File: config.mk
export PLATFORM = sky130hd
export DESIGN_NAME = n_queens_backtrack_solver_flat
export DESIGN_NICKNAME = d
export VERILOG_FILES = /design/src/rtl/core/nq_pkg.sv /design/src/rtl/core/nq_in_if.sv /design/src/rtl/core/nq_out_if.sv /design/src/rtl/core/nq_clash_unit.sv /design/src/rtl/core/n_queens_backtrack_solver.sv /design/src/flat_wrapper.sv
export SDC_FILE = /design/constraint.sdc
export NUM_CORES = 1
export LEC_CHECK = 0
export ABC_AREA = 1
export BUFFER_PORTS_ARGS = -buffer_cell sky130_fd_sc_hd__buf_4
export CORE_UTILIZATION = 40
export DETAILED_ROUTE_END_ITERATION = 7
export PLACE_DENSITY_LB_ADDON = 0.1
export SKIP_CTS_REPAIR_TIMING = 1
export SLEW_MARGIN = 10
export SYNTH_ARGS = -nofsm -noshare
export SYNTH_HDL_FRONTEND = slang
export SYNTH_SLANG_ARGS = --single-unit
File: constraint.sdc
create_clock -name clk -period 8.3 [get_ports clk]
set_input_delay 0.83 -clock clk [delete_from_list [all_inputs] [get_ports clk]]
set_output_delay 0.83 -clock clk [all_outputs]
set_load 0.05 [all_outputs]
File: src/rtl/core/nq_pkg.sv
package nq_pkg;

  // Width of the board size and queen column fields on the ports.
  localparam int FIELD_W = 5;

  // Default largest board that fits the row store.
  localparam int MAX_N_DEFAULT = 16;

endpackage

File: src/rtl/core/nq_in_if.sv
interface nq_in_if;
  logic                       valid;
  logic                       ready;
  logic [nq_pkg::FIELD_W-1:0] board_size;

  modport source (output valid, output board_size, input ready);
  modport sink (input valid, input board_size, output ready);
endinterface

File: src/rtl/core/nq_out_if.sv
interface nq_out_if;
  logic                       valid;
  logic                       ready;
  logic [nq_pkg::FIELD_W-1:0] queen_column;
  logic                       found;
  logic                       last;

  modport source (output valid, output queen_column, output found, output last, input ready);
  modport sink (input valid, input queen_column, input found, input last, output ready);
endinterface

File: src/rtl/core/nq_clash_unit.sv
// Shared compare unit: does a candidate column clash with one earlier queen?
// A clash is a shared column or a column distance equal to the row distance.
module nq_clash_unit #(
  parameter int CW = 5,
  parameter int RW = 4
) (
  input  logic [CW-1:0] cand_col,
  input  logic [CW-1:0] other_col,
  input  logic [RW-1:0] row_dist,
  output logic          clash
);

  localparam int DW = (CW > RW) ? CW : RW;

  logic [CW-1:0] col_dist;

  assign col_dist = (cand_col > other_col) ? (cand_col - other_col) : (other_col - cand_col);
  assign clash    = (col_dist == '0) || (DW'(col_dist) == DW'(row_dist));

endmodule

File: src/rtl/core/n_queens_backtrack_solver.sv
// Channel   Dir  Fields                            Word
// in_chan   in   board_size[4:0]                   one board size N
// out_chan  out  queen_column[4:0], found, last    one row's queen column
//
// Each candidate column is tried, then checked in the shared clash unit against
// the earlier rows in turn until one clashes or all pass; the search time is set
// by the backtracking path. Each result word is read from the store, then held in
// the output register. rst_n is synchronous, active low and clears all control
// state. A stall on out_chan holds the word and the search state; in_chan.ready
// is high only while the block is idle.
module n_queens_backtrack_solver #(
  parameter int MAX_N = nq_pkg::MAX_N_DEFAULT
) (
  input  logic      clk,
  input  logic      rst_n,
  nq_in_if.sink     in_chan,
  nq_out_if.source  out_chan
);

  localparam int FW = nq_pkg::FIELD_W;
  // Column counter reaches N + 1 when a row runs out of columns.
  localparam int CW = $clog2(MAX_N + 2);
  // Row index into the store.
  localparam int RW = $clog2(MAX_N);
  // Common width for comparisons of columns, rows and N.
  localparam int XW = (CW > FW) ? CW : FW;

  typedef enum logic [2:0] {
    S_IDLE,
    S_TRY,
    S_CHECK,
    S_LOAD,
    S_EMIT
  } state_t;

  state_t         state_r, state_nxt;
  logic [FW-1:0]  n_r, n_nxt;
  logic [RW-1:0]  row_r, row_nxt;
  logic [CW-1:0]  col_r, col_nxt;
  logic [RW-1:0]  k_r, k_nxt;
  logic [RW-1:0]  emit_row_r, emit_row_nxt;
  logic [FW-1:0]  out_col_r, out_col_nxt;
  logic           out_found_r, out_found_nxt;
  logic           out_last_r, out_last_nxt;

  // Chosen column per row. Each row is written before it is ever read.
  logic [CW-1:0]  col_store [MAX_N];
  logic           wr_en;
  logic [RW-1:0]  rd_addr_nxt;
  logic [CW-1:0]  rd_col_r;
  logic           clash;
  logic           row_done;

  // The store has one registered read port. The address follows the state the
  // block is about to enter, so the entry is ready in the cycle that uses it.
  always_comb begin
    unique case (state_nxt)
      S_TRY:   rd_addr_nxt = row_nxt - RW'(1);
      S_CHECK: rd_addr_nxt = k_nxt;
      default: rd_addr_nxt = emit_row_nxt;
    endcase
  end

  nq_clash_unit #(
    .CW (CW),
    .RW (RW)
  ) u_clash (
    .cand_col  (col_r),
    .other_col (rd_col_r),
    .row_dist  (row_r - k_r),
    .clash     (clash)
  );

  // True when the row being placed is the last row of the board.
  assign row_done = (XW'(row_r) + XW'(1)) == XW'(n_r);

  always_comb begin
    state_nxt     = state_r;
    n_nxt         = n_r;
    row_nxt       = row_r;
    col_nxt       = col_r;
    k_nxt         = k_r;
    emit_row_nxt  = emit_row_r;
    out_col_nxt   = out_col_r;
    out_found_nxt = out_found_r;
    out_last_nxt  = out_last_r;
    wr_en         = 1'b0;

    unique case (state_r)
      S_IDLE: begin
        if (in_chan.valid) begin
          n_nxt        = in_chan.board_size;
          emit_row_nxt = '0;
          if ((in_chan.board_size == '0) || (XW'(in_chan.board_size) > XW'(MAX_N))) begin
            // Empty board or a board larger than the store: report no placement.
            out_col_nxt   = '0;
            out_found_nxt = 1'b0;
            out_last_nxt  = 1'b1;
            state_nxt     = S_EMIT;
          end else begin
            row_nxt   = '0;
            col_nxt   = CW'(1);
            state_nxt = S_TRY;
          end
        end
      end

      S_TRY: begin
        if (XW'(col_r) > XW'(n_r)) begin
          if (row_r == '0) begin
            // The first row ran out of columns: the board has no solution.
            out_col_nxt   = '0;
            out_found_nxt = 1'b0;
            out_last_nxt  = 1'b1;
            state_nxt     = S_EMIT;
          end else begin
            // Backtrack and move the previous row's queen one column on.
            row_nxt = row_r - RW'(1);
            col_nxt = rd_col_r + CW'(1);
          end
        end else if (row_r == '0) begin
          // The first row has nothing to clash with.
          wr_en = 1'b1;
          if (row_done) begin
            state_nxt = S_LOAD;
          end else begin
            row_nxt = row_r + RW'(1);
            col_nxt = CW'(1);
          end
        end else begin
          k_nxt     = '0;
          state_nxt = S_CHECK;
        end
      end

      S_CHECK: begin
        if (clash) begin
          col_nxt   = col_r + CW'(1);
          state_nxt = S_TRY;
        end else if (k_r == (row_r - RW'(1))) begin
          // Every earlier queen checked: keep this column.
          wr_en = 1'b1;
          if (row_done) begin
            state_nxt = S_LOAD;
          end else begin
            row_nxt   = row_r + RW'(1);
            col_nxt   = CW'(1);
            state_nxt = S_TRY;
          end
        end else begin
          k_nxt = k_r + RW'(1);
        end
      end

      S_LOAD: begin
        out_col_nxt   = FW'(rd_col_r);
        out_found_nxt = 1'b1;
        out_last_nxt  = (XW'(emit_row_r) + XW'(1)) == XW'(n_r);
        state_nxt     = S_EMIT;
      end

      S_EMIT: begin
        if (out_chan.ready) begin
          if (out_last_r) begin
            state_nxt = S_IDLE;
          end else begin
            emit_row_nxt = emit_row_r + RW'(1);
            state_nxt    = S_LOAD;
          end
        end
      end

      default: begin
        state_nxt = S_IDLE;
      end
    endcase
  end

  always_ff @(posedge clk) begin
    if (!rst_n) begin
      state_r     <= S_IDLE;
      n_r         <= '0;
      row_r       <= '0;
      col_r       <= '0;
      k_r         <= '0;
      emit_row_r  <= '0;
      out_col_r   <= '0;
      out_found_r <= 1'b0;
      out_last_r  <= 1'b0;
    end else begin
      state_r     <= state_nxt;
      n_r         <= n_nxt;
      row_r       <= row_nxt;
      col_r       <= col_nxt;
      k_r         <= k_nxt;
      emit_row_r  <= emit_row_nxt;
      out_col_r   <= out_col_nxt;
      out_found_r <= out_found_nxt;
      out_last_r  <= out_last_nxt;
    end
  end

  always_ff @(posedge clk) begin
    if (wr_en) begin
      col_store[row_r] <= col_r;
    end
    // A row written at this edge is passed straight to the read port.
    if (wr_en && (row_r == rd_addr_nxt)) begin
      rd_col_r <= col_r;
    end else begin
      rd_col_r <= col_store[rd_addr_nxt];
    end
  end

  assign in_chan.ready         = (state_r == S_IDLE);
  assign out_chan.valid        = (state_r == S_EMIT);
  assign out_chan.queen_column = out_col_r;
  assign out_chan.found        = out_found_r;
  assign out_chan.last         = out_last_r;

endmodule

File: src/flat_wrapper.sv
// flat-port wrapper written by rule: the top's interface ports become plain ports
module n_queens_backtrack_solver_flat 
#(
  parameter int MAX_N = nq_pkg::MAX_N_DEFAULT
)
  (clk, rst_n, in_chan_valid, in_chan_board_size, in_chan_ready, out_chan_valid, out_chan_queen_column, out_chan_found, out_chan_last, out_chan_ready);
  nq_in_if in_chan_i ();
  nq_out_if out_chan_i ();
  input  logic clk;
  input  logic rst_n;
  input wire logic [$bits(in_chan_i.valid)-1:0] in_chan_valid;
  input wire logic [$bits(in_chan_i.board_size)-1:0] in_chan_board_size;
  output wire logic [$bits(in_chan_i.ready)-1:0] in_chan_ready;
  output wire logic [$bits(out_chan_i.valid)-1:0] out_chan_valid;
  output wire logic [$bits(out_chan_i.queen_column)-1:0] out_chan_queen_column;
  output wire logic [$bits(out_chan_i.found)-1:0] out_chan_found;
  output wire logic [$bits(out_chan_i.last)-1:0] out_chan_last;
  input wire logic [$bits(out_chan_i.ready)-1:0] out_chan_ready;
  assign in_chan_i.valid = in_chan_valid;
  assign in_chan_i.board_size = in_chan_board_size;
  assign in_chan_ready = in_chan_i.ready;
  assign out_chan_valid = out_chan_i.valid;
  assign out_chan_queen_column = out_chan_i.queen_column;
  assign out_chan_found = out_chan_i.found;
  assign out_chan_last = out_chan_i.last;
  assign out_chan_i.ready = out_chan_ready;
  n_queens_backtrack_solver #(.MAX_N(MAX_N)) u_core (.clk(clk), .rst_n(rst_n), .in_chan(in_chan_i), .out_chan(out_chan_i));
endmodule
==> summary.txt, run 1 <==
Outcome
  • Status: complete, no violations

STA
  • Max Clock Skew: 10.62 ps
  • Setup TNS: 0 ps
  • Max_slew headroom: 19.46%
  • Peak Freq: 194.2 MHz
  • Worst-margin pin slew: 1208 ps
  • Hold Slack: 477.9 ps
  • Fin crit period: 5149 ps
  • RSZ-0062 raised after global routing: false
  • Fin crit share: 62.03%
  • Fin. Hold Viols: 0
  • Pins Over Slew Limit: 0
  • Setup violators final: 0
  • Fin worst setup slack: 3151 ps

Layout
  • Diode count: 0
  • Cell area after layout: 7540 um^2
  • Nets@finish: 811
  • Fin cells: 1002
  • Layout cells sized above 1: 11.32%
  • Area growth, synth to finish: 13.06%
  • Utilization after layout: 46.95%
  • Reg area: 3124 um^2
  • Fill cell count: 1553
  • Area occupied by multi-input gates: 3010 um^2

Synthesis
  • Synth top area share: 36.02%
  • Synth warnings: 0
  • Sequential fraction of the synthesis area: 46.83%
  • Netlist cell types: 52
  • Synth top area cells: edfxtp_1 (36%), dfxtp_1 (11%), nand2_1 (6.7%)
  • Number of synthesized flops with an enable pin: 80
  • Yosys reg bits: 116
  • Syn nets: 795
  • Avg Cell Area, Syn: 8.810 um^2
  • Post-synth top area cell: edfxtp_1
  • Synth Flop Type: edfxtp_1
  • Synth Cell Area: 6669 um^2
  • Synthesized netlist cell count: 757
  • Async set-reset flop share out of synthesis: 0%

Worst setup path
  • Crit end category: flop
  • Required @ worst endpoint: 8560 ps
  • Reg-to-reg setup timing slack: 3150 ps
  • Crit path DAT: 5410 ps
  • Kind of critical path: reg2reg
  • CP startpoint kind: flop
  • Reg2reg path depth: 25
  • Critical path fanouts, max: 60

Clock tree
  • Clk buf depth: 2
  • Clk slew on worst S/H paths: 60 ps
  • Root buf cell: clkbuf_16
  • TritonCTS Buffers: 17
  • Clock tree from TritonCTS: yes
  • Worst-Skew Late Latency: 420 ps
  • Clock sink count: 116
  • CTS H-tree lvls: 4

Global routing
  • Grt total ovfl: 0
  • First-pass GRT wire length: 28080 um
  • Total track usage: 21.55%
  • Initial antenna violation count: 0
  • Vias in the first global route: 4991
  • Largest net degree at the start of global routing: 61

Drt
  • Drt pass-1 iters: 7
  • DRT iter0 DRCs: 459
  • # DRC: 0
  • Total wire length: 17750 um
  • Mean number of vias per cell: 5.338
  • Vias post-DR: 5349
  • Drt wl/cell: 17.72 um
  • Antenna viol nets, final: 0

Floorplanning
  • Core Rows: 46
  • DIE AREA: 17190 um^2
  • Die H: 131.1 um
  • I/O pins: 18
  • Initial core utilization: 41.53%
  • Core box area: 16060 um^2
  • Die X: 131.1 um

Worst hold path
  • Hold depth: 2
  • HP Class: reg2reg
  • Hold path endpoint: u_core.out_chan.queen_column[2]
  • Worst Hold Launch: u_core.out_chan.queen_column[2]

Pwr
  • Power Density: 401.6 nW/um^2
  • Peak supply drop: 205.8 uV
  • Total design power: 3.028 mW
  • Leakage power: 3.062 nW

Placement
  • Post-DP HPWL: 12890 um
  • Post-Place Setup Slack: 3216 ps
  • Post-DP Area: 6962 um^2
  • Placed cell count: 970
  • Final GP Congestion: 0.9371
  • Port Buffers: 17

Flow run
  • Max-cap violations: 0
-- per-layer routing --
layer | GRT usage (%) | routed length, um | part of all wire (%)
met2 | 32.21 | 7928 | 45
met1 | 30.38 | 8541 | 48
met4 | 7.124 | 279 | 1.6
met3 | 5.285 | 1003 | 5.6
met5 | 0 | 0 | 0
-- critical path: stages, from the launching register on --
cell and delay [ps]:
dfxtp_2 1110, a21oi_1 180, o21ai_0 120, o21ai_0 110, o211ai_1 260, nand2_1 290, ha_1 550, nand2_2 120
inv_1 90, nand2_1 80, nand2_1 90, nand2_1 50, nand2_1 70, nand3_1 110, nand3_1 90, nand2_1 50
nor2_1 130, nand3_2 160, nand3_1 170, nand2_1 70, nand2_1 110, nand2_1 60, nand2_1 100, inv_2 50
ha_1 290, o221ai_1 440
-- power by group --
group          leakage, nW  internal (mW)  switching (mW)
sequential            1.03          0.694           0.126
clock                0.276          0.442           0.272
combinational         1.76          0.481            1.01
total                 3.06           1.62            1.41
-- worst max path at each step --
stage	to	depth (start not counted)
2_1_floorplan	u_core.col_store[1][0]	24
3_3_place_gp	flop	25
3_5_place_dp	flop	25
4_1_cts	flop	25
5_1_grt	flop	25
6_report	flop	25
-- cells by family after synthesis --
family,Yosys count,share of synthesized area (%)
AND/OR/NAND/NOR,275,18.74
AO/OA/AOI/OAI,161,13.98
adder cells (fa/ha/maj),29,5.779
buffers and inverters,130,8.030
multiplexers,20,3.002
flip-flops,116,46.83
XOR/XNOR,26,3.640
-- layout by cell type (no fill, tap or decap), drive strengths merged, types with 22 or more instances in the layout --
| cell | count |
|---|---|
| nand3 | 55 |
| o211ai | 22 |
| edfxtp | 80 |
| nor2 | 66 |
| dfxtp | 36 |
| a21oi | 60 |
| nand2 | 134 |
| ha | 26 |
| inv | 108 |
| o21ai | 61 |
-- sequential cells by signal, indices dropped and copies added, names as in the netlist, named ones only --
signal                        count
u_core.state_r                    3
u_core.out_chan.queen_column      5
u_core.row_r                      4
u_core.out_chan.last              1
u_core.emit_row_r                 4
u_core.col_store                 80
u_core.out_chan.found             1
u_core.k_r                        4
u_core.n_r                        5
u_core.col_r                      5
-- cell type report --
class	instances	area share (%)
sequential	116	41.44
multi-input combinational	511	39.93
clock buffer	17	5.642
inverter	107	5.393
tap	216	3.584
clock inverter	15	2.025
timing repair buffer	20	1.991
-- Yosys cell counts, types with 4 or more instances --
library cell	count
a21oi_1	59
inv_2	5
o211ai_1	21
buf_6	4
xnor2_1	5
xor2_1	19
nand3_1	53
o21ai_1	4
nor2_1	62
nand4_1	8
dfxtp_1	36
buf_2	4
nand2_1	119
ha_1	26
mux2i_1	20
clkbuf_1	13
inv_1	99
o21ai_0	56
nand2_2	12
edfxtp_1	80
Power figures use the tool's default switching activity.
==> run 2: changes to the inputs <==
Settings changed: ABC_AREA 1 to 0.
Clock period 8.3 ns to 4.39 ns, I/O delays scaled along.
==> run 2 against run 1 <==
The flow now finishes with violations (negative setup slack). Worst hold slack worse by 210 ps. Clock power is 130% higher. Global-route usage is 0.33 points higher. Worst setup slack worse by 3400 ps. Critical path depth is 8 lower. Die area is 4.6% lower. Area after synthesis is 4.7% lower. Largest power group unchanged. Highest routed layer unchanged.
==> summary.txt, run 2 <==
Outcome
  • Status: complete, but fails checks (was complete, no violations)
  • Failing checks: negative setup slack

Synthesis
  • Commonest cells in the synthesized netlist: edfxtp_1 (80), nor2_1 (64), nand2_1 (38) (was nand2_1 (119), inv_1 (99), edfxtp_1 (80))
  • Post-synth top area cell: edfxtp_1 (unchanged)
  • Fraction of the mapped netlist area in adder cells: 6.061% (was 5.779%)
  • Synth Cell Area: 6359 um^2 (was 6669 um^2)
  • Synth top area cells: edfxtp_1 (38%), dfxtp_1 (11%), mux4_2 (8.9%) (was edfxtp_1 (36%), dfxtp_1 (11%), nand2_1 (6.7%))
  • Most instantiated library cell after synthesis: edfxtp_1 (was nand2_1)
  • Mux contribution to synthesized area: 10.61% (was 3.002%)
  • Synth warnings: 0 (unchanged)
  • Syn nets: 589 (was 795)
  • Synth top area share: 37.78% (was 36.02%)
  • Avg Cell Area, Syn: 11.54 um^2 (was 8.810 um^2)
  • Largest family of logic cells by synthesized area: simple AND/OR/NAND/NOR gates (unchanged)
  • Simple-gate portion of the synthesized area: 13.62% (was 18.74%)
  • Xor/xnor share of the synthesized area: 4.526% (was 3.640%)
  • Synthesized netlist cell count: 551 (was 757)
  • Compound-cell area share of the yosys netlist: 12.38% (was 13.98%)
  • Sequential fraction of the synthesis area: 49.11% (was 46.83%)
  • Netlist cell types: 71 (was 52)
  • Yosys reg bits: 116 (unchanged)
  • Number of synthesized flops with an enable pin: 80 (unchanged)
  • Synth Flop Type: edfxtp_1 (unchanged)
  • Async set-reset flop share out of synthesis: 0% (unchanged)

Layout
  • Area growth, synth to finish: 33.10% (was 13.06%)
  • Fin cells: 865 (was 1002)
  • Largest Register: u_core.col_store (unchanged)
  • Utilization after layout: 55.06% (was 46.95%)
  • Cell area after layout: 8463 um^2 (was 7540 um^2)
  • Diode count: 0 (unchanged)
  • Layout cells sized above 1: 35.32% (was 11.32%)
  • Most frequent cells in the layout: edfxtp_1 (80), buf_4 (72), nor2_1 (52), dfxtp_1 (35), nand2_1 (33) (was nand2_1 (119), inv_1 (99), edfxtp_1 (80), nor2_1 (62), a21oi_1 (59))
  • Largest register FFs: 80 (unchanged)
  • Commonest non-fill, non-tap cell in the layout: edfxtp_1 (was nand2_1)
  • Nets@finish: 679 (was 811)

Drt
  • Drt pass-1 iters: 5 (was 7)
  • # DRC: 0 (unchanged)
  • Total wire length: 17120 um (was 17750 um)
  • Drt wl/cell: 19.79 um (was 17.72 um)
  • DRT iter0 DRCs: 395 (was 459)
  • Antenna viol nets, final: 0 (unchanged)
  • Mean number of vias per cell: 5.492 (was 5.338)
  • Vias post-DR: 4751 (was 5349)

Global routing
  • Total track usage: 21.88% (was 21.55%)
  • Largest net degree at the start of global routing: 26 (was 61)
  • First-pass GRT wire length: 26250 um (was 28080 um)
  • Initial antenna violation count: 0 (unchanged)
  • Met1 Track Usage GR: 30.01% (was 30.38%)
  • GRT met2 Usage: 33.76% (was 32.21%)
  • Vias in the first global route: 4680 (was 4991)
  • Grt met3 use: 4.758% (was 5.285%)
  • Busiest grt layer: met2 (unchanged)
  • Grt total ovfl: 0 (unchanged)

Worst setup path
  • Critical path fanouts, max: 5 (was 60)
  • Reg2reg path depth: 17 (was 25)
  • Kind of critical path: reg2reg (unchanged)
  • Required @ worst endpoint: 4700 ps (was 8560 ps)
  • Reg-to-reg setup timing slack: -230 ps (was 3150 ps)
  • Crit path DAT: 4930 ps (was 5410 ps)
  • Crit end category: flop (unchanged)
  • CP startpoint kind: flop (unchanged)

STA
  • Fin worst setup slack: -229.4 ps (was 3151 ps)
  • Max_slew headroom: 20.69% (was 19.46%)
  • Peak Freq: 216.5 MHz (was 194.2 MHz)
  • Fin crit share: 105.2% (was 62.03%)
  • Max Clock Skew: 6.100 ps (was 10.62 ps)
  • Hold Slack: 264.2 ps (was 477.9 ps)
  • Fin crit period: 4619 ps (was 5149 ps)
  • Pins Over Slew Limit: 0 (unchanged)
  • Setup violators final: 93 (was 0)
  • RSZ-0062 raised after global routing: true (was false)
  • Fin. Hold Viols: 0 (unchanged)
  • Setup TNS: -13060 ps (was 0 ps)
  • Worst-margin pin slew: 1187 ps (was 1208 ps)

Placement
  • Post-Place Setup Slack: -267.1 ps (was 3216 ps)
  • Post-DP HPWL: 11920 um (was 12890 um)
  • Final GP Congestion: 0.8948 (was 0.9371)
  • Placed cell count: 819 (was 970)
  • Port Buffers: 17 (unchanged)
  • Post-DP Area: 7305 um^2 (was 6962 um^2)

Pwr
  • Leakage power: 3.137 nW (was 3.062 nW)
  • Peak supply drop: 626.2 uV (was 205.8 uV)
  • Total design power: 6.672 mW (was 3.028 mW)
  • Power Density: 788.3 nW/um^2 (was 401.6 nW/um^2)

Floorplanning
  • Initial core utilization: 41.37% (was 41.53%)
  • I/O pins: 18 (unchanged)
  • Die H: 128.1 um (was 131.1 um)
  • Core box area: 15370 um^2 (was 16060 um^2)
  • Die X: 128.1 um (was 131.1 um)
  • DIE AREA: 16400 um^2 (was 17190 um^2)
  • Core Rows: 45 (was 46)

Worst hold path
  • Hold depth: 3 (was 2)
  • Hold path endpoint: u_core.n_r[1] (was u_core.out_chan.queen_column[2])
  • HP Class: in2reg (was reg2reg)
  • Worst Hold Launch: in_chan_board_size[1] (was u_core.out_chan.queen_column[2])

Clock tree
  • CTS H-tree lvls: 4 (unchanged)
  • Root buf cell: clkbuf_16 (unchanged)
  • Clk buf depth: 2 (unchanged)
  • TritonCTS Buffers: 17 (unchanged)
  • Clk slew on worst S/H paths: 60 ps (about the same)
  • Clock sink count: 116 (unchanged)
  • Worst-Skew Late Latency: 420 ps (about the same)
  • Clock tree from TritonCTS: yes (unchanged)

Flow run
  • Max-cap violations: 0 (unchanged)
[run 2: cell count changes in the layout (fill, tap and decap cells not counted), moves of 12 or more]
cell / previous run / this run
inv_1: 99 / 28
a21oi_1: 59 / 26
buf_4: 20 / 72
mux2i_1: 20 / 8
buf_6: 0 / 18
o211ai_1: 21 / 0
xnor2_1: 5 / 18
o21ai_0: 56 / 16
mux4_2: 0 / 25
nand3_1: 53 / 15
nand2_1: 119 / 33
[run 2: cell type report]
class | instances | area [um^2]
fillers | 1284 | 6908
inverters | 29 | 108.9
multi-input cells | 380 | 3374
flip-flops and latches | 116 | 3127
well taps | 211 | 264.0
repair buffers | 97 | 893.4
clock inverters | 12 | 249.0
clock buffers | 20 | 446.7
[run 2: routing by layer]
| metal | part of all wire, % | vias up |
|---|---|---|
| met4 | 1.4 | 0 |
| li1 | - | 2231 |
| met3 | 4.8 | 18 |
| met5 | 0 | - |
| met1 | 47 | 2370 |
| met2 | 47 | 132 |
[run 2: logic make-up (layout without fill, tap and decap cells)]
logic type / after synthesis / after routing
and+or+nand+nor: 174 / 174
AOI/OAI and AO/OA: 109 / 109
DFF: 116 / 116
buffers and inverters: 55 / 158
xor gates and xnor gates: 32 / 32
adders and majority gates: 29 / 29
muxes: 36 / 36
[run 2: how the worst max path moves through the flow]
stage                                   endpoint  slack (ps)  depth (start not counted)
after floorplan           u_core.col_store[2][0]           2                         15
after global placement                      flop        -200                         17
final                                       flop        -230                         17
after detailed placement                    flop        -270                         17
after global routing                        flop        -460                         17
after CTS                                   flop        -290                         17
[run 2: critical path, cell delays in order (launching register included)]
cell and delay [ps]:
dfxtp_4 420, clkbuf_16 180, mux4_2 500, mux4_2 530
ha_4 280, and2b_2 220, o22ai_1 270, mux2i_1 260
o22ai_2 130, xnor2_1 160, nor3_2 220, buf_4 160
a31oi_4 120, a21oi_1 290, o22ai_2 120, ha_1 220
xnor2_1 120, a221o_1 290
[run 2: power by group]
group          internal (mW)  switching (mW)  leakage (nW)
combinational           1.69            1.90          1.80
clock                   1.14           0.505         0.335
sequential              1.31           0.119          1.01
total                   4.14            2.53          3.14
==> run 3: changes to the inputs <==
Settings changed: ABC_CLOCK_PERIOD_IN_PS set to 4390, CELL_PAD_IN_SITES_DETAIL_PLACEMENT set to 0, CELL_PAD_IN_SITES_GLOBAL_PLACEMENT set to 1.
==> run 3 against run 2 <==
Power fell by 4.3%. Global-route usage is essentially flat. Sequential cell count unchanged. Utilization shrank 1.5 points. Sequential share of layout area up 1.0 points. Worst hold slack gained 0.58 ps. Clock skew grew 3.3 ps. Fmax shrank 0.85%. The run still ends with negative setup slack left. Largest cell class unchanged. Largest power group unchanged. Design area shrank 2.7%.
==> summary.txt, run 3 (synthesized netlist as in run 2, its figures left out) <==
Pwr
  • Peak supply drop: 422.7 uV (was 626.2 uV)
  • Leakage power: 3.046 nW (was 3.137 nW)
  • Seq pwr share: 22.3% (was 21.4%)
  • Switch Pwr: 2.525 mW (was 2.528 mW)
  • Logic pwr share: 56.8% (was 53.9%)
  • Power Density: 775.6 nW/um^2 (was 788.3 nW/um^2)
  • Clock network fraction of total power: 20.9% (was 24.6%)
  • Sw Ratio: 39.53% (was 37.89%)
  • Int Power: 3.862 mW (was 4.144 mW)

Global routing
  • Largest net degree at the start of global routing: 26 (unchanged)
  • Initial antenna violation count: 0 (unchanged)
  • First-pass GRT wire length: 26200 um (was 26250 um)
  • Vias in the first global route: 4612 (was 4680)
  • Total track usage: 21.84% (was 21.88%)
  • Grt total ovfl: 0 (unchanged)

STA
  • Max_slew headroom: 8.298% (was 20.69%)
  • Pins Over Slew Limit: 0 (unchanged)
  • Worst-margin pin slew: 1373 ps (was 1187 ps)
  • Max Clock Skew: 9.437 ps (was 6.100 ps)
  • Fin. Hold Viols: 0 (unchanged)
  • RSZ-0062 raised after global routing: true (unchanged)
  • Setup violators final: 93 (unchanged)
  • Fin crit period: 4659 ps (was 4619 ps)
  • Fin crit share: 106.1% (was 105.2%)
  • Fin worst setup slack: -268.8 ps (was -229.4 ps)
  • Peak Freq: 214.6 MHz (was 216.5 MHz)

Placement
  • Post-DP Area: 7267 um^2 (was 7305 um^2)
  • Final GP Congestion: 0.8209 (was 0.8948)
  • Placed cell count: 814 (was 819)
  • Post-Place Setup Slack: -431.9 ps (was -267.1 ps)
  • Post-DP HPWL: 12090 um (was 11920 um)
  • Port Buffers: 17 (unchanged)

Worst setup path
  • Crit end category: flop (unchanged)
  • CP max stage delay: 550 ps (was 530 ps)
  • Kind of critical path: reg2reg (unchanged)
  • Reg-to-reg setup timing slack: -270 ps (was -230 ps)
  • Reg2reg path depth: 17 (unchanged)
  • Crit-path cells: buf_12 > mux4_2 > mux4_2 > ha_4 > and2b_2 > o221a_4 > a21oi_4 > mux2i_2 > xor2_2 > xnor2_2 > a31o_4 > buf_12 > o32ai_4 > buf_6 > nand2_4 > nor3_4 > buf_12 (was clkbuf_16 > mux4_2 > mux4_2 > ha_4 > and2b_2 > o22ai_1 > mux2i_1 > o22ai_2 > xnor2_1 > nor3_2 > buf_4 > a31oi_4 > a21oi_1 > o22ai_2 > ha_1 > xnor2_1 > a221o_1)
  • CP startpoint kind: flop (unchanged)
  • Required @ worst endpoint: 4520 ps (was 4700 ps)
  • Worst path slowest cell: mux4_2 (unchanged)
  • CP delay by family, top: multiplexers (unchanged)
  • Worst Path Buf+Inv: 4 (was 2)
  • Crit path DAT: 4790 ps (was 4930 ps)
  • Most used cell, CP: buf_12
  • Reg2reg end: u_core.col_store[1][4]
  • Critical path fanouts, max: 7 (was 5)

Layout
  • Cell area after layout: 8234 um^2 (was 8463 um^2)
  • Most frequent cells in the layout: edfxtp_1 (80), buf_4 (69), nor2_1 (51), dfxtp_1 (35), nand2_1 (34) (was edfxtp_1 (80), buf_4 (72), nor2_1 (52), dfxtp_1 (35), nand2_1 (33))
  • Area growth, synth to finish: 29.50% (was 33.10%)
  • Nets@finish: 672 (was 679)
  • Diode count: 0 (unchanged)
  • Largest Register: u_core.col_store (unchanged)
  • Commonest non-fill, non-tap cell in the layout: edfxtp_1 (unchanged)
  • Layout cells sized above 1: 34.00% (was 35.32%)
  • Largest register FFs: 80 (unchanged)
  • Fin cells: 858 (was 865)

Drt
  • Total wire length: 16960 um (was 17120 um)
  • Drt wl/cell: 19.76 um (was 19.79 um)
  • M1 wire length: 8105 um (was 8011 um)
  • Met2 Wirelength: 7938 um (was 8041 um)
  • Vias post-DR: 4664 (was 4751)
  • Mean number of vias per cell: 5.436 (was 5.492)
  • Top Metal Used: met4 (unchanged)
  • # DRC: 0 (unchanged)
  • Drt pass-1 iters: 4 (was 5)
  • Antenna viol nets, final: 0 (unchanged)
  • WL met3: 732 um (was 828 um)
  • DRT iter0 DRCs: 344 (was 395)

Floorplanning
  • DIE AREA: 16400 um^2 (unchanged)
  • Die X: 128.1 um (unchanged)
  • Initial core utilization: 41.37% (unchanged)
  • Core Rows: 45 (unchanged)
  • I/O pins: 18 (unchanged)
  • Die H: 128.1 um (unchanged)
  • Core box area: 15370 um^2 (unchanged)

Clock tree
  • Clock tree from TritonCTS: yes (unchanged)
  • CTS H-tree lvls: 4 (unchanged)
  • Root buf cell: clkbuf_16 (unchanged)
  • TritonCTS Buffers: 17 (unchanged)
  • Clock sink count: 116 (unchanged)
  • Worst-Skew Late Latency: 410 ps (was 420 ps)
  • Clk slew on worst S/H paths: 50 ps (was 60 ps)
  • Clk buf depth: 2 (unchanged)

Worst hold path
  • HP Class: in2reg (unchanged)
  • Hold depth: 3 (unchanged)
  • Hold path endpoint: u_core.n_r[1] (unchanged)
  • Worst Hold Launch: in_chan_board_size[1] (unchanged)

Flow run
  • Max-cap violations: 0 (unchanged)

Outcome
  • Status: complete, but fails checks (unchanged)
  • Failing checks: negative setup slack (unchanged)
==> run 3: area by class of cell <==
class	count	area, um^2
flip-flops and latches	116	3127
repair buffers	90	834.6
inverters	29	108.9
clock buffers	20	436.7
well taps	211	264.0
multi-input cells	380	3331
clock inverters	12	132.6
fillers	1358	7137
==> run 3: worst min-delay path: stages <==
cell and delay, ps:
buf_4 80, a21oi_1 50, nor2_1 70
==> run 3: power groups by stage <==
stage	sequential [mW]	clock [mW]	combinational, mW
4_1_cts	1.41	1.36	3.20
3_5_place_dp	1.43	0	3.18
3_3_place_gp	1.43	0	3.13
6_report	1.42	1.33	3.63
5_1_grt	1.44	1.41	3.96
2_1_floorplan	1.43	0	2.11
==> run 3: worst max-delay path by stage <==
stage               startpoint                endpoint  slack (ps)  cells after the start
floorplan                 flop  u_core.col_store[2][0]           2                     15
global placement          flop                    flop        -380                     17
detailed placement        flop                    flop        -430                     17
CTS                       flop                    flop        -450                     18
global route              flop                    flop        -490                     17
finish                    flop  u_core.col_store[1][4]        -270                     17
==> run 3: metal layers <==
| metal | GRT usage, % | up-vias |
|---|---|---|
| met3 | 5.134 | 15 |
| met1 | 29.85 | 2325 |
| met5 | 0 | - |
| met2 | 34.69 | 115 |
| met4 | 6.228 | 0 |
| li1 | - | 2209 |
==> run 3: per-stage QoR <==
step	hold slack, ps	util, %	setup TNS (ps)	power (mW)
finish	264.8	53.57	-17190	6.386
global route	273.1	53.57	-37740	6.801
CTS	251.0	50.98	-29130	5.963
detailed placement	491.7	47.28	-28150	4.611
global placement	478.8	47.28	-25510	4.561
floorplan	519.1	-	0	3.532
